===== config.mk =====
export PLATFORM = sky130hd
export DESIGN_NAME = floppy_image_sector_parser
export DESIGN_NICKNAME = d
export VERILOG_FILES = /design/src/hw/rtl/fisp_pkg.sv /design/src/hw/rtl/floppy_image_sector_parser.sv /design/src/hw/rtl/fisp_dp.sv /design/src/hw/rtl/fisp_ctrl.sv
export SDC_FILE = /design/constraint.sdc
export NUM_CORES = 1
export LEC_CHECK = 0
export ABC_AREA = 0
export BUFFER_PORTS_ARGS = -buffer_cell sky130_fd_sc_hd__buf_2
export CORE_ASPECT_RATIO = 1.25
export CORE_MARGIN = 1.5
export CORE_UTILIZATION = 44
export DETAILED_ROUTE_END_ITERATION = 8
export GPL_ROUTABILITY_DRIVEN = 1
export PLACE_DENSITY_LB_ADDON = 0.3
export SYNTH_ARGS = -nofsm -noshare
export SYNTH_HDL_FRONTEND = slang
export SYNTH_HIERARCHICAL = 1
export SYNTH_SLANG_ARGS = --single-unit

===== constraint.sdc =====
create_clock -name clk_i -period 3.94 [get_ports clk_i]
set_input_delay 0.788 -clock clk_i [delete_from_list [all_inputs] [get_ports clk_i]]
set_output_delay 0.788 -clock clk_i [all_outputs]
set_load 0.05 [all_outputs]

===== src/hw/rtl/fisp_pkg.sv =====
// ----------------------------------------------------------------------------
// fisp_pkg
// Types and constants shared by the floppy image sector parser.
// ----------------------------------------------------------------------------
package fisp_pkg;

  typedef enum logic [10:0] {
    PH_COMMENT = 11'b000_0000_0001,
    PH_MODE    = 11'b000_0000_0010,
    PH_CYL     = 11'b000_0000_0100,
    PH_HEAD    = 11'b000_0000_1000,
    PH_COUNT   = 11'b000_0001_0000,
    PH_SIZE    = 11'b000_0010_0000,
    PH_MAP     = 11'b000_0100_0000,
    PH_RECORD  = 11'b000_1000_0000,
    PH_FILL    = 11'b001_0000_0000,
    PH_DATA    = 11'b010_0000_0000,
    PH_HALT    = 11'b100_0000_0000
  } phase_e;

  typedef enum logic [1:0] {
    KIND_HEADER = 2'd0,
    KIND_DATA   = 2'd1,
    KIND_CRC    = 2'd2,
    KIND_ERROR  = 2'd3
  } kind_e;

  typedef enum logic [1:0] {
    ERR_HEAD    = 2'd0,
    ERR_COUNT   = 2'd1,
    ERR_SIZE    = 2'd2,
    ERR_MISSING = 2'd3
  } err_e;

  typedef enum logic [2:0] {
    REG_MAX_SECTORS = 3'd0,
    REG_SEED_MFM_N  = 3'd1,
    REG_SEED_MFM_D  = 3'd2,
    REG_SEED_FM_N   = 3'd3,
    REG_SEED_FM_D   = 3'd4
  } reg_e;

  localparam logic [15:0] CrcPoly = 16'h1021;
  localparam logic [7:0]  EocMark = 8'h1A;

  // controller -> datapath
  typedef struct packed {
    logic       take_mode;
    logic       take_cyl;
    logic       take_head;
    logic       take_count;
    logic       take_size;
    logic       map_wr;
    logic       map_clr;
    logic       map_inc;
    logic       take_record;
    logic       crc_step;
    logic       bytes_dec;
    logic       bytes_clr;
  } dp_cmd_t;

  // datapath -> controller
  typedef struct packed {
    logic        mfm;
    logic        side;
    logic        deleted;
    logic        compressed;
    logic [5:0]  track;
    logic [1:0]  size_code;
    logic [4:0]  sectors;
    logic [4:0]  map_index;
    logic [10:0] bytes_left;
    logic [10:0] sec_len;
    logic [15:0] crc;
  } dp_stat_t;

  function automatic logic [15:0] crc_byte(logic [15:0] crc, logic [7:0] b);
    logic [15:0] c;
    c = crc ^ {b, 8'h00};
    for (int k = 0; k < 8; k++) begin
      c = c[15] ? ((c << 1) ^ CrcPoly) : (c << 1);
    end
    return c;
  endfunction

endpackage


===== src/hw/rtl/floppy_image_sector_parser.sv =====
// ----------------------------------------------------------------------------
// floppy_image_sector_parser
// Track/sector parser for an image byte stream with CRC-16 per sector.
// ----------------------------------------------------------------------------
// channel   direction  handshake            payload
// in        input      in_valid_i/in_stall_o   in_byte_i
// out       output     out_valid_o/out_stall_i kind_o .. last_o
// cfg       input      cfg_we_i                cfg_idx_i, cfg_data_i
// A byte with no result is taken without a stall; one with a result is held.
// A plain data byte ending a sector gives its data result, then the trailer.
// A fill byte gives its data result, runs a one-byte-a-cycle CRC loop over
// the sector length, then gives the trailer.
// Input stalls while a result is held or a trailer or fill run is pending.
// After reset the parser skips the comment up to the 0x1A mark.
module floppy_image_sector_parser #(
  parameter int MAP_DEPTH        = 16,
  parameter int MAX_SECTOR_BYTES = 1024
) (
  input  logic        clk_i,
  input  logic        rst_ni,
  input  logic        cfg_we_i,
  input  logic [2:0]  cfg_idx_i,
  input  logic [15:0] cfg_data_i,
  input  logic        in_valid_i,
  output logic        in_stall_o,
  input  logic [7:0]  in_byte_i,
  output logic        out_valid_o,
  input  logic        out_stall_i,
  output logic [1:0]  kind_o,
  output logic        mfm_o,
  output logic        side_o,
  output logic        deleted_o,
  output logic [4:0]  sector_number_o,
  output logic [5:0]  track_o,
  output logic [1:0]  size_code_o,
  output logic [7:0]  data_value_o,
  output logic [10:0] run_length_o,
  output logic [15:0] crc_value_o,
  output logic [1:0]  status_o,
  output logic        last_o
);

  logic [4:0]  max_q;
  logic [15:0] smn_q, smd_q, sfn_q, sfd_q, seed;
  fisp_pkg::dp_cmd_t  cmd;
  fisp_pkg::dp_stat_t stat;
  logic [4:0] sector;
  logic       byte_sel;
  logic [7:0] fill_byte, dp_byte, mf1;

  always_ff @(posedge clk_i or negedge rst_ni) begin
    if (!rst_ni) begin
      max_q <= 5'd10;
      smn_q <= 16'hE295;
      smd_q <= 16'hD2F6;
      sfn_q <= 16'hBF84;
      sfd_q <= 16'h8FE7;
    end else if (cfg_we_i) begin
      unique case (cfg_idx_i)
        fisp_pkg::REG_MAX_SECTORS: max_q <= cfg_data_i[4:0];
        fisp_pkg::REG_SEED_MFM_N:  smn_q <= cfg_data_i;
        fisp_pkg::REG_SEED_MFM_D:  smd_q <= cfg_data_i;
        fisp_pkg::REG_SEED_FM_N:   sfn_q <= cfg_data_i;
        fisp_pkg::REG_SEED_FM_D:   sfd_q <= cfg_data_i;
        default: ;
      endcase
    end
  end

  assign mf1     = in_byte_i - 8'd1;
  assign seed    = stat.mfm ? (mf1[1] ? smd_q : smn_q) : (mf1[1] ? sfd_q : sfn_q);
  assign dp_byte = byte_sel ? fill_byte : in_byte_i;

  fisp_dp #(.MapDepth(MAP_DEPTH)) u_dp (
    .clk_i, .rst_ni, .byte_i(dp_byte), .seed_i(seed), .cmd_i(cmd),
    .stat_o(stat), .sector_o(sector)
  );

  fisp_ctrl #(.MapDepth(MAP_DEPTH), .MaxSectorBytes(MAX_SECTOR_BYTES)) u_ctrl (
    .clk_i, .rst_ni, .in_valid_i, .in_stall_o, .in_byte_i,
    .max_sectors_i(max_q), .stat_i(stat), .sector_i(sector), .cmd_o(cmd),
    .byte_sel_o(byte_sel), .fill_byte_o(fill_byte),
    .out_valid_o, .out_stall_i, .kind_o, .mfm_o, .side_o, .deleted_o,
    .sector_number_o, .track_o, .size_code_o, .data_value_o, .run_length_o,
    .crc_value_o, .status_o, .last_o
  );

`ifndef SYNTH
  a_err_last: assert property (@(posedge clk_i) disable iff (!rst_ni)
    out_valid_o && kind_o == fisp_pkg::KIND_ERROR |-> last_o)
    else $error("error result without last");
  a_crc_last: assert property (@(posedge clk_i) disable iff (!rst_ni)
    out_valid_o && kind_o == fisp_pkg::KIND_CRC |-> last_o)
    else $error("crc trailer without last");
  a_hdr_last: assert property (@(posedge clk_i) disable iff (!rst_ni)
    out_valid_o && kind_o == fisp_pkg::KIND_HEADER |-> last_o && run_length_o == '0)
    else $error("malformed header");
`endif

endmodule


===== src/hw/rtl/fisp_dp.sv =====
// ----------------------------------------------------------------------------
// fisp_dp
// Track and sector registers, sector map, byte counter and CRC register.
// ----------------------------------------------------------------------------
module fisp_dp #(
  parameter int MapDepth = 16
) (
  input  logic               clk_i,
  input  logic               rst_ni,
  input  logic [7:0]         byte_i,
  input  logic [15:0]        seed_i,
  input  fisp_pkg::dp_cmd_t  cmd_i,
  output fisp_pkg::dp_stat_t stat_o,
  output logic [4:0]         sector_o
);

  localparam int MapAw = (MapDepth > 1) ? $clog2(MapDepth) : 1;

  logic        mfm_q, side_q, del_q, comp_q;
  logic [5:0]  track_q;
  logic [1:0]  size_q;
  logic [4:0]  sectors_q, idx_q;
  logic [10:0] bytes_q;
  logic [15:0] crc_q;
  logic [4:0]  map_q [MapDepth];
  logic [7:0]  rec_m1;

  assign rec_m1 = byte_i - 8'd1;

  always_ff @(posedge clk_i or negedge rst_ni) begin
    if (!rst_ni) begin
      mfm_q     <= 1'b0;
      side_q    <= 1'b0;
      del_q     <= 1'b0;
      comp_q    <= 1'b0;
      track_q   <= '0;
      size_q    <= '0;
      sectors_q <= '0;
      idx_q     <= '0;
      bytes_q   <= '0;
      crc_q     <= '0;
    end else begin
      if (cmd_i.take_mode) mfm_q <= (byte_i > 8'd2);
      if (cmd_i.take_cyl) track_q <= byte_i[5:0];
      if (cmd_i.take_head) side_q <= byte_i[0];
      if (cmd_i.take_count) sectors_q <= byte_i[4:0];
      if (cmd_i.take_size) size_q <= byte_i[1:0];
      if (cmd_i.map_clr) idx_q <= '0;
      else if (cmd_i.map_inc) idx_q <= idx_q + 5'd1;
      if (cmd_i.take_record) begin
        comp_q  <= rec_m1[0];
        del_q   <= rec_m1[1];
        crc_q   <= seed_i;
        bytes_q <= stat_o.sec_len;
      end else begin
        if (cmd_i.crc_step) crc_q <= fisp_pkg::crc_byte(crc_q, byte_i);
        if (cmd_i.bytes_clr) bytes_q <= '0;
        else if (cmd_i.bytes_dec && bytes_q != '0) bytes_q <= bytes_q - 11'd1;
      end
    end
  end

  always_ff @(posedge clk_i) begin
    if (cmd_i.map_wr && 32'(idx_q) < MapDepth) map_q[idx_q[MapAw-1:0]] <= byte_i[4:0];
  end

  assign sector_o = (32'(idx_q) < MapDepth) ? map_q[idx_q[MapAw-1:0]] : 5'd0;

  always_comb begin
    stat_o.mfm        = mfm_q;
    stat_o.side       = side_q;
    stat_o.deleted    = del_q;
    stat_o.compressed = comp_q;
    stat_o.track      = track_q;
    stat_o.size_code  = size_q;
    stat_o.sectors    = sectors_q;
    stat_o.map_index  = idx_q;
    stat_o.bytes_left = bytes_q;
    stat_o.sec_len    = 11'd128 << size_q;
    stat_o.crc        = crc_q;
  end

endmodule


===== src/hw/rtl/fisp_ctrl.sv =====
// ----------------------------------------------------------------------------
// fisp_ctrl
// Parse sequencer, fill-run CRC loop and result buffer.
// ----------------------------------------------------------------------------
module fisp_ctrl #(
  parameter int MapDepth       = 16,
  parameter int MaxSectorBytes = 1024
) (
  input  logic               clk_i,
  input  logic               rst_ni,
  input  logic               in_valid_i,
  output logic               in_stall_o,
  input  logic [7:0]         in_byte_i,
  input  logic [4:0]         max_sectors_i,
  input  fisp_pkg::dp_stat_t stat_i,
  input  logic [4:0]         sector_i,
  output fisp_pkg::dp_cmd_t  cmd_o,
  output logic               byte_sel_o,
  output logic [7:0]         fill_byte_o,
  output logic               out_valid_o,
  input  logic               out_stall_i,
  output logic [1:0]         kind_o,
  output logic               mfm_o,
  output logic               side_o,
  output logic               deleted_o,
  output logic [4:0]         sector_number_o,
  output logic [5:0]         track_o,
  output logic [1:0]         size_code_o,
  output logic [7:0]         data_value_o,
  output logic [10:0]        run_length_o,
  output logic [15:0]        crc_value_o,
  output logic [1:0]         status_o,
  output logic               last_o
);

  typedef struct packed {
    logic [1:0]  kind;
    logic        mfm;
    logic        side;
    logic        deleted;
    logic [4:0]  sector;
    logic [5:0]  track;
    logic [1:0]  size_code;
    logic [7:0]  value;
    logic [10:0] run;
    logic [15:0] crc;
    logic [1:0]  status;
    logic        last;
  } res_t;

  fisp_pkg::phase_e phase_q, phase_d;
  logic        ov_q, ov_d;
  res_t        res_q, res_d;
  logic        pend_q, pend_d;   // crc trailer waits
  logic        busy_q, busy_d;   // fill run in progress
  logic [10:0] cnt_q, cnt_d;
  logic [7:0]  fill_q, fill_d;
  logic        acc, fire, nxt_mode;
  res_t        ctx;

  assign in_stall_o  = ov_q || pend_q || busy_q;
  assign acc         = in_valid_i && !in_stall_o;
  assign fire        = ov_q && !out_stall_i;
  assign byte_sel_o  = busy_q;
  assign fill_byte_o = fill_q;
  assign nxt_mode    = (stat_i.map_index + 5'd1) >= stat_i.sectors;

  always_comb begin
    ctx = '0;
    ctx.mfm = stat_i.mfm;
    ctx.side = stat_i.side;
    ctx.deleted = stat_i.deleted;
    ctx.sector = sector_i;
    ctx.track = stat_i.track;
    ctx.size_code = stat_i.size_code;
  end

  always_comb begin
    phase_d = phase_q;
    ov_d    = ov_q && out_stall_i;
    res_d   = res_q;
    pend_d  = pend_q;
    busy_d  = busy_q;
    cnt_d   = cnt_q;
    fill_d  = fill_q;
    cmd_o   = '0;
    if (busy_q) begin
      cmd_o.crc_step = 1'b1;
      cnt_d = cnt_q - 11'd1;
      if (cnt_q == 11'd1) begin
        busy_d = 1'b0;
        pend_d = 1'b1;
        cmd_o.map_inc = 1'b1;
        cmd_o.bytes_clr = 1'b1;
      end
    end else if (pend_q && !ov_d) begin
      // trailer: map index already advanced, so send context captured earlier
      pend_d = 1'b0;
      ov_d   = 1'b1;
      res_d.kind = fisp_pkg::KIND_CRC;
      res_d.value = '0;
      res_d.run = '0;
      res_d.crc = stat_i.crc;
      res_d.status = '0;
      res_d.last = 1'b1;
      phase_d = (stat_i.map_index >= stat_i.sectors) ? fisp_pkg::PH_MODE
                                                     : fisp_pkg::PH_RECORD;
    end else if (acc) begin
      unique case (phase_q)
        fisp_pkg::PH_COMMENT: if (in_byte_i == fisp_pkg::EocMark) phase_d = fisp_pkg::PH_MODE;
        fisp_pkg::PH_MODE: begin
          cmd_o.take_mode = 1'b1;
          phase_d = fisp_pkg::PH_CYL;
        end
        fisp_pkg::PH_CYL: begin
          cmd_o.take_cyl = 1'b1;
          phase_d = fisp_pkg::PH_HEAD;
        end
        fisp_pkg::PH_HEAD: begin
          if (in_byte_i > 8'd1) begin
            res_d = '0;
            res_d.kind = fisp_pkg::KIND_ERROR;
            res_d.status = fisp_pkg::ERR_HEAD;
            res_d.last = 1'b1;
            ov_d = 1'b1;
            phase_d = fisp_pkg::PH_HALT;
          end else begin
            cmd_o.take_head = 1'b1;
            phase_d = fisp_pkg::PH_COUNT;
          end
        end
        fisp_pkg::PH_COUNT: begin
          if (in_byte_i > {3'b000, max_sectors_i} || 32'(in_byte_i) > MapDepth) begin
            res_d = '0;
            res_d.kind = fisp_pkg::KIND_ERROR;
            res_d.status = fisp_pkg::ERR_COUNT;
            res_d.last = 1'b1;
            ov_d = 1'b1;
            phase_d = fisp_pkg::PH_HALT;
          end else begin
            cmd_o.take_count = 1'b1;
            phase_d = fisp_pkg::PH_SIZE;
          end
        end
        fisp_pkg::PH_SIZE: begin
          if (in_byte_i > 8'd3 || (32'd128 << in_byte_i[1:0]) > MaxSectorBytes) begin
            res_d = '0;
            res_d.kind = fisp_pkg::KIND_ERROR;
            res_d.status = fisp_pkg::ERR_SIZE;
            res_d.last = 1'b1;
            ov_d = 1'b1;
            phase_d = fisp_pkg::PH_HALT;
          end else begin
            cmd_o.take_size = 1'b1;
            cmd_o.map_clr = 1'b1;
            phase_d = (stat_i.sectors == '0) ? fisp_pkg::PH_MODE : fisp_pkg::PH_MAP;
          end
        end
        fisp_pkg::PH_MAP: begin
          cmd_o.map_wr = 1'b1;
          if (nxt_mode) begin
            cmd_o.map_clr = 1'b1;
            phase_d = fisp_pkg::PH_RECORD;
          end else begin
            cmd_o.map_inc = 1'b1;
          end
        end
        fisp_pkg::PH_RECORD: begin
          if (in_byte_i == 8'd0) begin
            res_d = '0;
            res_d.kind = fisp_pkg::KIND_ERROR;
            res_d.status = fisp_pkg::ERR_MISSING;
            res_d.last = 1'b1;
            ov_d = 1'b1;
            phase_d = fisp_pkg::PH_HALT;
          end else begin
            cmd_o.take_record = 1'b1;
            res_d = ctx;
            res_d.kind = fisp_pkg::KIND_HEADER;
            res_d.deleted = in_byte_i[1] ^ (in_byte_i[0] == 1'b0);
            res_d.status = {1'b0, in_byte_i > 8'd4};
            res_d.last = 1'b1;
            ov_d = 1'b1;
            phase_d = (in_byte_i[0] == 1'b0) ? fisp_pkg::PH_FILL : fisp_pkg::PH_DATA;
          end
        end
        fisp_pkg::PH_FILL: begin
          res_d = ctx;
          res_d.kind = fisp_pkg::KIND_DATA;
          res_d.value = in_byte_i;
          res_d.run = stat_i.sec_len;
          res_d.last = 1'b0;
          ov_d = 1'b1;
          busy_d = 1'b1;
          cnt_d = stat_i.sec_len;
          fill_d = in_byte_i;
        end
        fisp_pkg::PH_DATA: begin
          cmd_o.crc_step = 1'b1;
          cmd_o.bytes_dec = 1'b1;
          res_d = ctx;
          res_d.kind = fisp_pkg::KIND_DATA;
          res_d.value = in_byte_i;
          res_d.run = 11'd1;
          ov_d = 1'b1;
          if (stat_i.bytes_left <= 11'd1) begin
            res_d.last = 1'b0;
            pend_d = 1'b1;
            cmd_o.map_inc = 1'b1;
          end else begin
            res_d.last = 1'b1;
          end
        end
        fisp_pkg::PH_HALT: ;
        default: ;
      endcase
    end
  end

  always_ff @(posedge clk_i or negedge rst_ni) begin
    if (!rst_ni) begin
      phase_q <= fisp_pkg::PH_COMMENT;
      ov_q    <= 1'b0;
      pend_q  <= 1'b0;
      busy_q  <= 1'b0;
      cnt_q   <= '0;
    end else begin
      phase_q <= phase_d;
      ov_q    <= ov_d;
      pend_q  <= pend_d;
      busy_q  <= busy_d;
      cnt_q   <= cnt_d;
    end
  end

  always_ff @(posedge clk_i) begin
    res_q  <= res_d;
    fill_q <= fill_d;
  end

  assign out_valid_o     = ov_q;
  assign kind_o          = res_q.kind;
  assign mfm_o           = res_q.mfm;
  assign side_o          = res_q.side;
  assign deleted_o       = res_q.deleted;
  assign sector_number_o = res_q.sector;
  assign track_o         = res_q.track;
  assign size_code_o     = res_q.size_code;
  assign data_value_o    = res_q.value;
  assign run_length_o    = res_q.run;
  assign crc_value_o     = res_q.crc;
  assign status_o        = res_q.status;
  assign last_o          = res_q.last;

  logic unused_fire;
  assign unused_fire = fire ^ stat_i.compressed;

endmodule

Word level (Yosys, flattened, before mapping)
Memories as Yosys holds them, arrays and structs flattened.
Cells that the tools add are included.

word-level totals
  memory bits (writable) = 80
  input bits = 32
  memories kept = 1
  output and inout bits = 58
  logic and storage cells = 219
  register bits = 206

cells by class
  multiplexer cells = 90
  bitwise gates (word level) = 13
  $add $sub $neg = 5
  equal/unequal tests = 26
  reduce and logical (&&, ||, !) cells = 39
  $lt $le $gt $ge = 11
  shift-type cells = 2

memory list
  name        words  width  rd ports  clocked after Yosys merged registers in  write ports  RTL line       text
  u_dp.map_q  16     5      1         0                                        1            fisp_dp.sv:25  logic [4:0] map_q [MapDepth];

operators by type and width
  cell                   number
  $pmux 56 s6            1
  $mux 56                5
  $mux 11                17
  $mux 13                8
  $pmux 11 s8            1
  $mux 16                5
  $mux 1                 40
  $gt 32x11->1 const B   1
  $shl 8x2->32 const A   1
  $not 3->3              8
  $eq 11x1->1 const B    2
  $sub 11x1->11 const B  2
  $mux 19                1
  $gt 8x2->1 const B     2
  $mux 8                 2
  $xor 16x16->16         1
  $mux 5                 3
  $ne 3x1->1 const B     5
  $mux 7                 2
  $reduce_bool 3->1      4
  $eq 11x10->1 const B   1
  $eq 11x2->1 const B    1
  $eq 11x3->1 const B    1
  $eq 11x4->1 const B    1
  other kinds (45)       71

Longest topological paths before layout
  depth after elaboration = 20
  mapped depth = 12

Modules after synthesis
Netlist, hierarchy kept.

by module, submodules not included
  module                      cells each  area each (µm²)  sequential area each (µm²)  times used
  fisp_dp                     398         5750.5           3628.5                      1
  fisp_ctrl                   426         4702.0           2548.7                      1
  floppy_image_sector_parser  179         3224.3           1776.7                      1

Least setup slack after synthesis
No wires, ideal clock.

  path type = input to register
  start point = input in_byte_i[4]
  end point = register u_ctrl.res_q (netlist bit u_ctrl/crc_value_o[0]), enable pin
  library setup time = 0.400 ns
  data required time = 3.540 ns
  cell stages on the path = 6
  slack = -0.483 ns
  arrival = 4.023 ns
  buffers on the path = 0
  cells stage by stage = ha_1 > and3_1 > a32oi_1 > or4_1 > nor3b_1 > o21a_1

on the way
  cells in the longest elaborated chain, start to end = 4

RTL lines
  what                                             RTL line                            text
  from (decl)                                      floppy_image_sector_parser.sv:26    input logic [7:0] in_byte_i,
  $gt 8x2->1 / $gt 8x5->1 (equally long branches)  fisp_ctrl.sv:146, fisp_ctrl.sv:133
  $logic_or 1x1->1 (on tied branches)              fisp_ctrl.sv:146, fisp_ctrl.sv:133
  $ne 3x1->1 (no line)                             n/a
  $reduce_and 6->1 (no line) (*)                   n/a
  to (signal assigned)                             fisp_ctrl.sv:237                    res_q <= res_d;
  to (decl)                                        fisp_ctrl.sv:53                     res_t res_q, res_d;

Mark *: on every way between the ends. The rest lies on a longest branch, timed or not.
A chain may end at the register's enable or synchronous reset.

==> metrics.md <==
| Metric | Value |
|---|---|
| Status | finished, final reports clean |
| Hpwl dp | 21.25 mm |
| Syn_area_per_cell | 13.63 sq um |
| Setup Total Neg Slack | 0 ns |
| Worst-Skew Late Latency | 0.57 ns |
| Power Density | 432.7 nW/um^2 |
| Crit path DAT | 3.87 ns |
| Post-synthesis cell area | 13630 sq um |
| Root Driver | clkbuf_16 |
| Crit Path Class | flop to flop |
| Crit Path Max Fanout | 10 |
| CTS Sinks | 286 |
| Drc violations | 0 |
| Die Y | 199.8 um |
| Met3 GRT Util | 3.223% |
| Post-detailed-route count of antenna-violating nets | 0 |
| Post-CTS Resized | 0 |
| Global-route wire length before repair | 48.59 mm |
| WL per Instance | 20.60 um |
| Area after DPL | 14500 sq um |
| DRT Pass-1 Iters | 8 |
| Total of max-cap violations | 0 |
| Worst Tran Pin Value | 1.083 ns |
| PortBufs | 89 |
| Fin. Hold Viols | 0 |
| H-Tree Depth | 1 |
| Antenna violations before repair | 3 |
| Die Wd | 160.4 um |
| Avg Vias per Cell | 5.629 |
| Total CTS buffers | 28 |
| Via count | 8528 |
| TritonCTS clock tree | built |
| Tcrit/Tclk final | 86.04% |
| Relative slew slack | 27.81% |
| Peak supply drop | 0.3818 mV |
| P_leak | 5.830 nW |
| Hold buffers post-CTS | 0 |
| Die area | 32060 sq um |
| CTS clk-pin slew, worst paths | 0.06 ns |
| Grt ovf | 0 |
| Vias in the first global route | 8438 |
| Worst EP required | 4.42 ns |
| Fin area | 15490 sq um |
| WL final | 31.20 mm |
| Layout cell share with drive strength beyond 1 | 30.49% |
| Hold WC Path Type | primary input to asynchronous set/reset pin |
| Setup Skew | 0.01871 ns |
| Initial DRC Count | 593 |
| Largest net degree at the start of global routing | 72 |
| Setup slack at placement | 0.4483 ns |
| Area grow syn2layout | 13.60% |
| Synth Warn # | 6 |
| RSZ-0062 raised after global routing | no |
| Final-stage net count | 1149 |
| GRT Total Usage | 19.66% |
| Minimum clock period | 3.390 ns |
| Initial Utilization | 45.00% |
| Final Setup Violations | 0 |
| Cells after Synth | 1000 |
| M2 GR Usage | 33.64% |
| IO Pins | 90 |
| Busiest grt layer | met2 |
| Final count of pins violating max slew | 0 |
| FMAX | 295.0 MHz |
| Rows | 71 |
| Critical Path End Type | flop |
| Type of origin of the critical path | flop |
| Core Area | 30290 sq um |
| Post-CTS Setup Bufs | 0 |
| Met1 Usage GRT | 25.50% |
| Setup ws final | 0.5501 ns |
| CTS max path bufs | 3 |
| Routability cong. | 0.9459 |
| Worst hold slack | 0.2368 ns |
## per-layer routing
layer	vias up	routed length, um
li1	3911	-
met2	232	15530
met1	4316	13240
met3	67	1559
met5	-	12
met4	2	856
## placed cells by master (no fill, tap or decap), types with 28 or more instances in the layout
master,instances
buf_2,88
clkbuf_16,28
dfrtp_1,101
dfstp_2,41
edfxtp_1,144
inv_1,29
mux2_2,95
nand2_1,47
nor2_1,54
o21ai_0,43
## report_power, final
part	leakage (nW)	internal (mW)	switching, mW
Sequential	2.90	3.35	0.0694
Combinational	2.43	0.239	0.198
Clock	0.491	1.69	1.15
Total	5.83	5.28	1.42
## final cells by class
type | count | area [sq um]
diodes | 2 | 5.005
inverters | 29 | 108.9
clock buffers | 38 | 799.5
flip-flops and latches | 286 | 7929
well taps | 401 | 501.7
repair buffers | 112 | 624.3
multi-input cells | 633 | 5331
fillers | 2603 | 14810
clock inverters | 14 | 187.7
## stage by stage
stage / util [%] / power, mW / instances
after CTS: 51.11 / 6.784 / 1513
after global routing: 51.11 / 6.943 / 1513
after detailed placement: 47.85 / 3.926 / 1461
after global placement: 47.85 / 3.908 / 1461
final: 51.13 / 6.702 / 1515
after floorplan: - / 3.765 / 1006
## final timing paths
kind	startpoint	end	slack, ns	cells past startpoint
min in group clk_i	in_byte_i[5]	u_ctrl/fill_byte_o[5]	0.46	1
setup / recovery	u_ctrl/phase_q[1]	u_dp/idx_q[4]	0.55	10
max in group asynchronous	rst_ni	smd_q[15]	2.73	2
setup reg to reg	u_ctrl/phase_q[1]	u_dp/idx_q[4]	0.55	10
hold reg to reg	sfd_q[3]	sfd_q[3]	0.50	1
hold / removal	rst_ni	u_dp/track_q[3]	0.24	1
## registers in the layout, summed over array words and instances, names as in the netlist, 16 cells and up
register	count
u_dp/map_q	80
sfd_q	16
sfn_q	16
smd_q	16
smn_q	16
u_ctrl/crc_value_o	16
u_dp/crc_q	16
## critical path: stages (launching register included)
cell      delay [ns]
dfrtp_1         0.47
or4_4           0.61
or4_4           0.60
nand2b_1        0.19
nor3b_1         0.19
buf_4           0.18
a21oi_1         0.11
o21ai_0         0.28
nand2_1         0.20
or3_1           0.34
a21oi_1         0.14
Note: power is estimated with default switching activity, not from simulation.
